<file path="src/hw/rtl/i2c_master_byte_engine_unit_defines.svh">
// ----------------------------------------------------------------------------
// I2C master byte engine assertion macros
// Concurrent checks on clk_i, disabled while rst_ni is low.
// ----------------------------------------------------------------------------
`ifndef I2C_MASTER_BYTE_ENGINE_UNIT_DEFINES_SVH
`define I2C_MASTER_BYTE_ENGINE_UNIT_DEFINES_SVH

`ifndef SYNTHESIS
`define I2CME_ASSERT(lbl, prop, msg) \
  lbl: assert property (@(posedge clk_i) disable iff (!rst_ni) (prop)) else $error(msg);
`define I2CME_ASSERT_IMPL(lbl, ante, cons, msg) \
  lbl: assert property (@(posedge clk_i) disable iff (!rst_ni) (ante) |-> (cons)) \
    else $error(msg);
`else
`define I2CME_ASSERT(lbl, prop, msg)
`define I2CME_ASSERT_IMPL(lbl, ante, cons, msg)
`endif

`endif

</file>
<file path="src/hw/rtl/i2cme_pkg.sv">
// ----------------------------------------------------------------------------
// I2C master byte engine package
// Shared command codes, status codes and the types passed between stages.
// ----------------------------------------------------------------------------
package i2cme_pkg;

  typedef enum logic [1:0] {
    KIND_START = 2'd0,
    KIND_WRITE = 2'd1,
    KIND_READ  = 2'd2,
    KIND_STOP  = 2'd3
  } kind_e;

  localparam logic [1:0] STATUS_OK       = 2'd0;
  localparam logic [1:0] STATUS_ADDR_ERR = 2'd1;
  localparam logic [1:0] STATUS_DATA_ERR = 2'd2;

  localparam logic [1:0] CFG_HALF_PERIOD = 2'd0;
  localparam logic [1:0] CFG_ACK_TIMEOUT = 2'd1;
  localparam logic [1:0] CFG_DISCARD_ACK = 2'd2;

  localparam logic [15:0] HALF_PERIOD_RST = 16'd100;
  localparam logic [23:0] ACK_TIMEOUT_RST = 24'd10000;

  // One decoded tick: at most one command flag is set
  typedef struct packed {
    logic       cmd_start;
    logic       cmd_write;
    logic       cmd_read;
    logic       cmd_stop;
    logic [7:0] tx_byte;
    logic       send_ack;
    logic       sda;
  } tick_t;

  typedef struct packed {
    logic [15:0] half_period;
    logic [23:0] ack_timeout;
    logic        discard_ack;
  } cfg_t;

endpackage

</file>
<file path="src/hw/rtl/i2cme_front.sv">
// ----------------------------------------------------------------------------
// I2C master byte engine front end
// Decodes the command of each tick and forms the byte to shift out.
// ----------------------------------------------------------------------------
module i2cme_front (
  input  logic             cmd_valid_i,
  input  logic [1:0]       kind_i,
  input  logic [6:0]       slave_address_i,
  input  logic             is_read_i,
  input  logic [7:0]       byte_in_i,
  input  logic             send_ack_i,
  input  logic             sda_in_i,
  output i2cme_pkg::tick_t tick_o
);
  import i2cme_pkg::*;

  kind_e kind;

  assign kind = kind_e'(kind_i);

  always_comb begin
    tick_o          = '0;
    tick_o.send_ack = send_ack_i;
    tick_o.sda      = sda_in_i;
    tick_o.tx_byte  = byte_in_i;
    if (cmd_valid_i) begin
      unique case (kind)
        KIND_START: begin
          tick_o.cmd_start = 1'b1;
          tick_o.tx_byte   = {slave_address_i, is_read_i};
        end
        KIND_WRITE: tick_o.cmd_write = 1'b1;
        KIND_READ:  tick_o.cmd_read  = 1'b1;
        KIND_STOP:  tick_o.cmd_stop  = 1'b1;
        default:    tick_o.cmd_stop  = 1'b1;
      endcase
    end
  end

endmodule

</file>
<file path="src/hw/rtl/i2cme_queue.sv">
// ----------------------------------------------------------------------------
// I2C master byte engine tick queue
// Two-entry FIFO between the decoder and the bus sequencer.
// ----------------------------------------------------------------------------
module i2cme_queue (
  input  logic             clk_i,
  input  logic             rst_ni,
  input  logic             push_valid_i,
  output logic             push_ready_o,
  input  i2cme_pkg::tick_t push_data_i,
  output logic             pop_valid_o,
  input  logic             pop_ready_i,
  output i2cme_pkg::tick_t pop_data_o
);
  import i2cme_pkg::*;

  tick_t      mem_q [2];
  logic       wr_ptr_q, wr_ptr_d;
  logic       rd_ptr_q, rd_ptr_d;
  logic [1:0] count_q, count_d;
  logic       push, pop;

  assign push_ready_o = (count_q != 2'd2);
  assign pop_valid_o  = (count_q != 2'd0);
  assign pop_data_o   = mem_q[rd_ptr_q];
  assign push         = push_valid_i && push_ready_o;
  assign pop          = pop_valid_o && pop_ready_i;

  always_comb begin
    wr_ptr_d = push ? ~wr_ptr_q : wr_ptr_q;
    rd_ptr_d = pop ? ~rd_ptr_q : rd_ptr_q;
    count_d  = count_q + {1'b0, push} - {1'b0, pop};
  end

  always_ff @(posedge clk_i or negedge rst_ni) begin
    if (!rst_ni) begin
      wr_ptr_q <= 1'b0;
      rd_ptr_q <= 1'b0;
      count_q  <= 2'd0;
    end else begin
      wr_ptr_q <= wr_ptr_d;
      rd_ptr_q <= rd_ptr_d;
      count_q  <= count_d;
    end
  end

  always_ff @(posedge clk_i) begin
    if (push) begin
      mem_q[wr_ptr_q] <= push_data_i;
    end
  end

endmodule

</file>
<file path="src/hw/rtl/i2cme_engine.sv">
// ----------------------------------------------------------------------------
// I2C master byte engine sequencer
// Steps the bus state machine by one tick per popped item and registers
// the line drives and status for the output channel.
// ----------------------------------------------------------------------------
module i2cme_engine (
  input  logic             clk_i,
  input  logic             rst_ni,
  input  i2cme_pkg::cfg_t  cfg_i,
  input  logic             tick_valid_i,
  output logic             tick_pop_o,
  input  i2cme_pkg::tick_t tick_i,
  output logic             out_valid_o,
  input  logic             out_ready_i,
  output logic             scl_out_o,
  output logic             sda_out_o,
  output logic             ready_res_o,
  output logic             done_res_o,
  output logic [1:0]       status_o,
  output logic [7:0]       read_data_o
);
  import i2cme_pkg::*;

  localparam logic [3:0] PH_IDLE  = 4'd0;
  localparam logic [3:0] PH_START = 4'd1;
  localparam logic [3:0] PH_WLOW  = 4'd2;
  localparam logic [3:0] PH_WHIGH = 4'd3;
  localparam logic [3:0] PH_APRE  = 4'd4;
  localparam logic [3:0] PH_AREL  = 4'd5;
  localparam logic [3:0] PH_APOLL = 4'd6;
  localparam logic [3:0] PH_APOST = 4'd7;
  localparam logic [3:0] PH_RPRE  = 4'd8;
  localparam logic [3:0] PH_RHIGH = 4'd9;
  localparam logic [3:0] PH_RLOW  = 4'd10;
  localparam logic [3:0] PH_RACK  = 4'd11;
  localparam logic [3:0] PH_STOP  = 4'd12;

  logic [3:0]  phase_q, phase_d;
  logic [15:0] delay_q, delay_d;
  logic [3:0]  bit_q, bit_d;
  logic [7:0]  shift_q, shift_d;
  logic [23:0] wait_q, wait_d;
  logic        header_q, header_d;
  logic        ack_q, ack_d;
  logic [1:0]  status_q, status_d;
  logic [7:0]  rx_q, rx_d;
  logic        scl_q, scl_d;
  logic        sda_q, sda_d;
  logic        done;

  logic        out_valid_q;
  logic        out_scl_q, out_sda_q, out_ready_q, out_done_q;
  logic [1:0]  out_status_q;
  logic [7:0]  out_rx_q;

  logic [15:0] half;
  logic [16:0] delay_inc;
  logic        tup;
  logic [23:0] wait_inc;
  logic [3:0]  bit_inc;
  logic [7:0]  shift_sh;

  assign tick_pop_o = tick_valid_i && (!out_valid_q || out_ready_i);

  // A zero half period behaves as one tick
  assign half      = (cfg_i.half_period == 16'd0) ? 16'd1 : cfg_i.half_period;
  assign delay_inc = {1'b0, delay_q} + 17'd1;
  assign tup       = (delay_inc >= {1'b0, half});
  assign wait_inc  = wait_q + 24'd1;
  assign bit_inc   = bit_q + 4'd1;
  assign shift_sh  = {shift_q[6:0], 1'b0};

  always_comb begin
    phase_d  = phase_q;
    delay_d  = tup ? 16'd0 : delay_inc[15:0];
    bit_d    = bit_q;
    shift_d  = shift_q;
    wait_d   = wait_q;
    header_d = header_q;
    ack_d    = ack_q;
    status_d = status_q;
    rx_d     = rx_q;
    scl_d    = scl_q;
    sda_d    = sda_q;
    done     = 1'b0;

    unique case (phase_q)
      PH_IDLE: begin
        delay_d = delay_q;
        if (tick_i.cmd_start || tick_i.cmd_write || tick_i.cmd_read || tick_i.cmd_stop) begin
          bit_d   = 4'd0;
          delay_d = 16'd0;
        end
        if (tick_i.cmd_start) begin
          header_d = 1'b1;
          shift_d  = tick_i.tx_byte;
          sda_d    = 1'b1;
          scl_d    = 1'b1;
          phase_d  = PH_START;
        end else if (tick_i.cmd_write) begin
          header_d = 1'b0;
          shift_d  = tick_i.tx_byte;
          sda_d    = tick_i.tx_byte[7];
          phase_d  = PH_WLOW;
        end else if (tick_i.cmd_read) begin
          ack_d   = tick_i.send_ack;
          shift_d = 8'd0;
          sda_d   = 1'b1;
          phase_d = PH_RPRE;
        end else if (tick_i.cmd_stop) begin
          scl_d   = 1'b0;
          sda_d   = 1'b0;
          phase_d = PH_STOP;
        end
      end
      PH_START: begin
        if (tup) begin
          if (bit_q == 4'd0) begin
            sda_d = 1'b0;
            bit_d = 4'd1;
          end else if (bit_q == 4'd1) begin
            scl_d = 1'b0;
            bit_d = 4'd2;
          end else begin
            bit_d   = 4'd0;
            sda_d   = shift_q[7];
            phase_d = PH_WLOW;
          end
        end
      end
      PH_WLOW: begin
        if (tup) begin
          scl_d   = 1'b1;
          phase_d = PH_WHIGH;
        end
      end
      PH_WHIGH: begin
        if (tup) begin
          scl_d   = 1'b0;
          shift_d = shift_sh;
          if (bit_inc < 4'd8) begin
            bit_d   = bit_inc;
            sda_d   = shift_sh[7];
            phase_d = PH_WLOW;
          end else begin
            bit_d   = 4'd0;
            phase_d = PH_APRE;
          end
        end
      end
      PH_APRE: begin
        if (tup) begin
          sda_d   = 1'b1;
          phase_d = PH_AREL;
        end
      end
      PH_AREL: begin
        if (tup) begin
          scl_d   = 1'b1;
          wait_d  = 24'd0;
          phase_d = PH_APOLL;
        end
      end
      PH_APOLL: begin
        // Poll every tick, no phase timer here
        delay_d = delay_q;
        if (!tick_i.sda) begin
          ack_d   = 1'b0;
          delay_d = 16'd0;
          phase_d = PH_APOST;
        end else begin
          wait_d = wait_inc;
          if (wait_inc >= cfg_i.ack_timeout) begin
            ack_d   = 1'b1;
            delay_d = 16'd0;
            phase_d = PH_APOST;
          end
        end
      end
      PH_APOST: begin
        if (tup) begin
          scl_d = 1'b0;
          if (ack_q && !cfg_i.discard_ack) begin
            status_d = header_q ? STATUS_ADDR_ERR : STATUS_DATA_ERR;
          end else begin
            status_d = STATUS_OK;
          end
          done    = 1'b1;
          phase_d = PH_IDLE;
        end
      end
      PH_RPRE: begin
        if (tup) begin
          scl_d   = 1'b1;
          shift_d = {shift_q[6:0], tick_i.sda};
          phase_d = PH_RHIGH;
        end
      end
      PH_RHIGH: begin
        if (tup) begin
          scl_d   = 1'b0;
          phase_d = PH_RLOW;
        end
      end
      PH_RLOW: begin
        if (tup) begin
          scl_d = 1'b1;
          if (bit_inc < 4'd8) begin
            bit_d   = bit_inc;
            shift_d = {shift_q[6:0], tick_i.sda};
            phase_d = PH_RHIGH;
          end else begin
            bit_d   = 4'd0;
            sda_d   = ~ack_q;
            phase_d = PH_RACK;
          end
        end
      end
      PH_RACK: begin
        if (tup) begin
          scl_d    = 1'b0;
          sda_d    = 1'b1;
          rx_d     = shift_q;
          status_d = STATUS_OK;
          done     = 1'b1;
          phase_d  = PH_IDLE;
        end
      end
      PH_STOP: begin
        if (tup) begin
          if (bit_q == 4'd0) begin
            scl_d = 1'b1;
            bit_d = 4'd1;
          end else if (bit_q == 4'd1) begin
            sda_d = 1'b1;
            bit_d = 4'd2;
          end else begin
            bit_d    = 4'd0;
            status_d = STATUS_OK;
            done     = 1'b1;
            phase_d  = PH_IDLE;
          end
        end
      end
      default: begin
        // Drop an unused code back to idle without a done pulse
        delay_d = 16'd0;
        bit_d   = 4'd0;
        phase_d = PH_IDLE;
      end
    endcase
  end

  always_ff @(posedge clk_i or negedge rst_ni) begin
    if (!rst_ni) begin
      phase_q  <= PH_IDLE;
      delay_q  <= 16'd0;
      bit_q    <= 4'd0;
      shift_q  <= 8'd0;
      wait_q   <= 24'd0;
      header_q <= 1'b0;
      ack_q    <= 1'b0;
      status_q <= STATUS_OK;
      rx_q     <= 8'd0;
      scl_q    <= 1'b1;
      sda_q    <= 1'b1;
    end else if (tick_pop_o) begin
      phase_q  <= phase_d;
      delay_q  <= delay_d;
      bit_q    <= bit_d;
      shift_q  <= shift_d;
      wait_q   <= wait_d;
      header_q <= header_d;
      ack_q    <= ack_d;
      status_q <= status_d;
      rx_q     <= rx_d;
      scl_q    <= scl_d;
      sda_q    <= sda_d;
    end
  end

  always_ff @(posedge clk_i or negedge rst_ni) begin
    if (!rst_ni) begin
      out_valid_q <= 1'b0;
    end else if (tick_pop_o) begin
      out_valid_q <= 1'b1;
    end else if (out_ready_i) begin
      out_valid_q <= 1'b0;
    end
  end

  always_ff @(posedge clk_i) begin
    if (tick_pop_o) begin
      out_scl_q    <= scl_d;
      out_sda_q    <= sda_d;
      out_ready_q  <= (phase_q == PH_IDLE);
      out_done_q   <= done;
      out_status_q <= status_d;
      out_rx_q     <= rx_d;
    end
  end

  assign out_valid_o = out_valid_q;
  assign scl_out_o   = out_scl_q;
  assign sda_out_o   = out_sda_q;
  assign ready_res_o = out_ready_q;
  assign done_res_o  = out_done_q;
  assign status_o    = out_status_q;
  assign read_data_o = out_rx_q;

endmodule

</file>
<file path="src/hw/rtl/i2c_master_byte_engine_unit.sv">
// ----------------------------------------------------------------------------
// I2C master byte engine
// Tick-driven I2C master: start plus address, write, read and stop commands.
// ----------------------------------------------------------------------------
// Each input transaction is one timing tick and yields exactly one output
// transaction carrying the SCL/SDA drives, idle flag, done pulse, status and
// last read byte. One tick is taken per clock cycle while the tick queue has
// room and the output channel is not stalled; each tick passes through the
// two-entry tick queue and the single-tick sequencer step into the output register.
// Configuration writes are taken at any time and should be issued while idle.
`include "i2c_master_byte_engine_unit_defines.svh"

module i2c_master_byte_engine_unit (
  input  logic        clk_i,
  input  logic        rst_ni,
  input  logic        cfg_valid_i,
  output logic        cfg_ready_o,
  input  logic [1:0]  cfg_index_i,
  input  logic [23:0] cfg_data_i,
  input  logic        in_valid_i,
  output logic        in_ready_o,
  input  logic        cmd_valid_i,
  input  logic [1:0]  kind_i,
  input  logic [6:0]  slave_address_i,
  input  logic        is_read_i,
  input  logic [7:0]  byte_in_i,
  input  logic        send_ack_i,
  input  logic        sda_in_i,
  output logic        out_valid_o,
  input  logic        out_ready_i,
  output logic        scl_out_o,
  output logic        sda_out_o,
  output logic        ready_res_o,
  output logic        done_res_o,
  output logic [1:0]  status_o,
  output logic [7:0]  read_data_o
);
  import i2cme_pkg::*;

  cfg_t  cfg_q;
  tick_t front_tick;
  tick_t q_tick;
  logic  q_valid;
  logic  q_pop;

  assign cfg_ready_o = 1'b1;

  always_ff @(posedge clk_i or negedge rst_ni) begin
    if (!rst_ni) begin
      cfg_q.half_period <= HALF_PERIOD_RST;
      cfg_q.ack_timeout <= ACK_TIMEOUT_RST;
      cfg_q.discard_ack <= 1'b0;
    end else if (cfg_valid_i && cfg_ready_o) begin
      unique case (cfg_index_i)
        CFG_HALF_PERIOD: cfg_q.half_period <= cfg_data_i[15:0];
        CFG_ACK_TIMEOUT: cfg_q.ack_timeout <= cfg_data_i;
        CFG_DISCARD_ACK: cfg_q.discard_ack <= cfg_data_i[0];
        default: ;
      endcase
    end
  end

  i2cme_front u_front (
    .cmd_valid_i     (cmd_valid_i),
    .kind_i          (kind_i),
    .slave_address_i (slave_address_i),
    .is_read_i       (is_read_i),
    .byte_in_i       (byte_in_i),
    .send_ack_i      (send_ack_i),
    .sda_in_i        (sda_in_i),
    .tick_o          (front_tick)
  );

  i2cme_queue u_queue (
    .clk_i        (clk_i),
    .rst_ni       (rst_ni),
    .push_valid_i (in_valid_i),
    .push_ready_o (in_ready_o),
    .push_data_i  (front_tick),
    .pop_valid_o  (q_valid),
    .pop_ready_i  (q_pop),
    .pop_data_o   (q_tick)
  );

  i2cme_engine u_engine (
    .clk_i        (clk_i),
    .rst_ni       (rst_ni),
    .cfg_i        (cfg_q),
    .tick_valid_i (q_valid),
    .tick_pop_o   (q_pop),
    .tick_i       (q_tick),
    .out_valid_o  (out_valid_o),
    .out_ready_i  (out_ready_i),
    .scl_out_o    (scl_out_o),
    .sda_out_o    (sda_out_o),
    .ready_res_o  (ready_res_o),
    .done_res_o   (done_res_o),
    .status_o     (status_o),
    .read_data_o  (read_data_o)
  );

  `I2CME_ASSERT_IMPL(a_pop_has_tick, q_pop, q_valid, "tick popped from empty queue")
  `I2CME_ASSERT_IMPL(a_pop_slot_free, q_pop, !out_valid_o || out_ready_i, "result overwritten")
  `I2CME_ASSERT_IMPL(a_done_not_idle, out_valid_o && done_res_o, !ready_res_o,
                     "done reported on an idle tick")
  `I2CME_ASSERT(a_status_code, !out_valid_o || status_o != 2'd3, "undefined status code")

endmodule

</file>
<file path="config.mk">
export PLATFORM = sky130hd
export DESIGN_NAME = i2c_master_byte_engine_unit
export DESIGN_NICKNAME = d
export VERILOG_FILES = /design/src/hw/rtl/i2cme_pkg.sv /design/src/hw/rtl/i2cme_front.sv /design/src/hw/rtl/i2cme_queue.sv /design/src/hw/rtl/i2cme_engine.sv /design/src/hw/rtl/i2c_master_byte_engine_unit.sv
export VERILOG_INCLUDE_DIRS = /design/src /design/src/hw/rtl
export SDC_FILE = /design/constraint.sdc
export NUM_CORES = 1
export LEC_CHECK = 0
export BUFFER_PORTS_ARGS = -buffer_cell sky130_fd_sc_hd__buf_2
export CAP_MARGIN = 20
export CORE_ASPECT_RATIO = 2
export CORE_MARGIN = 5
export CORE_UTILIZATION = 45
export CTS_BUF_LIST = sky130_fd_sc_hd__clkbuf_4 sky130_fd_sc_hd__clkbuf_8 sky130_fd_sc_hd__clkbuf_16
export CTS_CLUSTER_DIAMETER = 120
export DETAILED_ROUTE_END_ITERATION = 8
export SLEW_MARGIN = 10
export SYNTH_ARGS = -nofsm -noshare
export SYNTH_HDL_FRONTEND = slang
export SYNTH_SLANG_ARGS = --single-unit
</file>
<file path="constraint.sdc">
create_clock -name clk_i -period 11.24 [get_ports clk_i]
set_input_delay 1.124 -clock clk_i [delete_from_list [all_inputs] [get_ports clk_i]]
set_output_delay 1.124 -clock clk_i [all_outputs]
set_load 0.05 [all_outputs]
</file>
==> qor.txt <==
Pin count of the biggest net entering global routing = 70
P_leak = 4.585 nW
Vias = 6,782
Post-route DRC = 0
Clock tree sinks = 157
First-pass GRT wire length = 35.94 mm
Ys flop type = dfrtp_1
Peak VDD IR = 0.1148 mV
WHS Endpoint = u_queue.wr_ptr_q
Worst Path Required = 11,560 ps
Post-CTS Setup Bufs = 0
Remaining Overflow, GRT = 0
Fill count = 1,876
Post-synth EDFFs = 42
Synth top area cells = dfrtp_1, edfxtp_1, mux2_2, ha_1, o21ai_0
HP Class = reg2reg
Layout area overhead = 12.49%
Hold-critical path depth = 1
Hold-fix buffers, CTS = 0
Vias per std cell = 5.633
Area of the multi-input gates = 4382 um^2
Input/output buffers = 67
Post-route setup TNS = 0 ps
Core Util, Final = 0.5093
Drt total wl = 22.45 mm
CTS clk-pin slew, worst paths = 70 ps
R2R Setup Slk = 6620 ps
Routed Antenna Nets = 0
Synth async-reset ratio = 0.7325
Status = finished clean
Commonest cells in the synthesized netlist = dfrtp_1, nand2_1, o21ai_0
Tmin final = 4620 ps
RSZ-0062 raised after global routing = false
Crit end category = register
CTS Buffer Depth = 2
Drt wl/cell = 18.65 um
DR pass1 iterations = 5
Synth cell types = 75
Relative slew slack = 0.3657
Clock buffers created by TritonCTS = 17
Fmax = 216.5 MHz
# diodes = 0
Initial DRC count = 251
Tightest Pin Transition = 951.5 ps
Syn nets = 973
I/O pins = 69
Starting density of the core = 0.4528
# Max-Cap Violations = 0
Final Hold Viols = 0
Clk Tree Root Cell = clkbuf_16
Row count = 73
Vias in the first global route = 6,968
Register area share after synthesis = 0.4648
Tot GR Track Use = 0.2045
Synth warn = 0
Worst Path Max Fanout = 18
Antenna violations before repair = 1
CTS tree = yes
Chip width = 109.6 um
Min-delay src = u_queue.wr_ptr_q
PostCTS Resize Cnt = 0
Synth Instances = 874
Layout cells sized above 1 = 0.2028
Yosys top cell area share = 0.2942
Worst EP arrival = 4940 ps
FF/Latch Area = 4151 um^2
Netlist Area Pre-Place = 8932 um^2
Die ar. = 22,940 um^2
H-tree lvl count = 4
Nets = 1,028
Post-Route Skew = 14.97 ps
Mean Syn Cell Area = 10.22 um^2
Largest area contributor in the netlist = dfrtp_1
R2R cell count = 14
HPWL after DPL = 17.08 mm
Clk_lat worst skew = 440 ps
Period Utilization, post-route = 0.4110
Reg-to-reg endpoint = u_engine.phase_q[3]
RR Startpoint = u_engine.wait_q[0]
Worst Setup Start Kind = register
Most common cell in the synthesized netlist = dfrtp_1
Gpl congestion = 0.8548
Final Max Tran Viols = 0
Core footprint = 19,730 um^2
Chip height = 209.2 um
PD cells = 215.8 nW/um^2
Kind of critical path = reg2reg
Synth Register Bits = 157
Setup-failing EPs final = 0
==> worst max-delay path, stage by stage (launching register included) <==
cell and delay, ps:
dfrtp_1 420, ha_1 290, nand4_1 140, nor3_1 510
and3_1 340, and3_1 260, and3_1 230, xor2_1 170
ha_1 260, and4_1 230, a22oi_1 250, nand3_1 160
and2_1 390, and2_1 450, a221o_1 420
==> layer usage <==
metal  global-route usage  wire length, um  vias to the layer above
met5                    0               13                        -
li1                     -                -                     3285
met2               0.3815            12560                      173
met3              0.02844              852                       55
met1               0.2123             7957                     3267
met4               0.1098             1065                        2
==> worst max-delay path by stage <==
stage	startpoint	to	slack, ps	depth (start not counted)
after global routing	u_engine.wait_q[0]	u_engine.phase_q[3]	6300	14
after detailed placement	u_engine.wait_q[0]	u_engine.phase_q[3]	6690	14
final	u_engine.wait_q[0]	u_engine.phase_q[3]	6620	14
after global placement	u_engine.wait_q[0]	u_engine.phase_q[3]	6790	14
after CTS	u_engine.wait_q[0]	u_engine.phase_q[3]	6680	14
after floorplan	u_engine.wait_q[0]	u_engine.phase_q[3]	7420	16
==> registers in the layout (all words and copies together), names as in the netlist, 2 cells and up <==
register	flops
cfg_q	41
u_engine.bit_q	3
u_engine.delay_q	16
u_engine.phase_q	4
u_engine.read_data_o	8
u_engine.rx_q	8
u_engine.shift_q	8
u_engine.status_o	2
u_engine.status_q	2
u_engine.wait_q	24
u_queue.count_q	2
u_queue.mem_q	28
==> stage by stage <==
step | total power (W) | worst slack [ps] | instances | instance area, um^2 | hold slack (ps)
6_report | 0.002169 | 6620 | 1204 | 10050 | 489.5
5_1_grt | 0.002302 | 6295 | 1204 | 10050 | 501.5
4_1_cts | 0.002190 | 6682 | 1204 | 10050 | 494.8
3_5_place_dp | 0.001643 | 6688 | 1172 | 9503 | 486.1
3_3_place_gp | 0.001628 | 6792 | 1171 | 9495 | 477.6
2_1_floorplan | 0.001423 | 7422 | 874 | 8932 | 459.7
==> final cells by class <==
| type | instances | area share |
|---|---|---|
| clock buffers | 18 | 0.04308 |
| clock inverters | 14 | 0.01121 |
| inverters | 63 | 0.02353 |
| multi-input cells | 614 | 0.4361 |
| flip-flops and latches | 157 | 0.4131 |
| well taps | 262 | 0.03262 |
| repair buffers | 76 | 0.04034 |
==> report_power, final <==
group          internal, W  switching [W]  total [W]
sequential        0.000740       0.000128   0.000869
clock             0.000289       0.000252   0.000541
combinational     0.000277       0.000482   0.000759
==> cell usage in the layout (no fill, tap or decap), drive strengths merged, types with 7 or more instances in the layout <==
cell type and instances:
clkbuf 18, ha 47, xor2 12, xnor2 28, o211a 8, nand2b 7, mux2 62, o21ai 74
inv 66, nor2 43, and3 14, dfrtp 105, dfstp 10, a21oi 40, edfxtp 42, nand3 38
nand2 80, nor3 12, clkinv 9, buf 76, mux2i 20, nand4 19, a21o 9
==> cell families (layout without fill, tap and decap cells) <==
logic type,Yosys count,count (layout),synth area share
simple gates,249,249,0.1430
buf+inv,103,171,0.04524
other cells,1,1,0.0004198
mux,82,82,0.1006
xor+xnor,40,40,0.03922
fa+ha+maj,47,47,0.06584
compound gates,195,195,0.1409
flops,157,157,0.4648
Power figures use the tool's default switching activity.
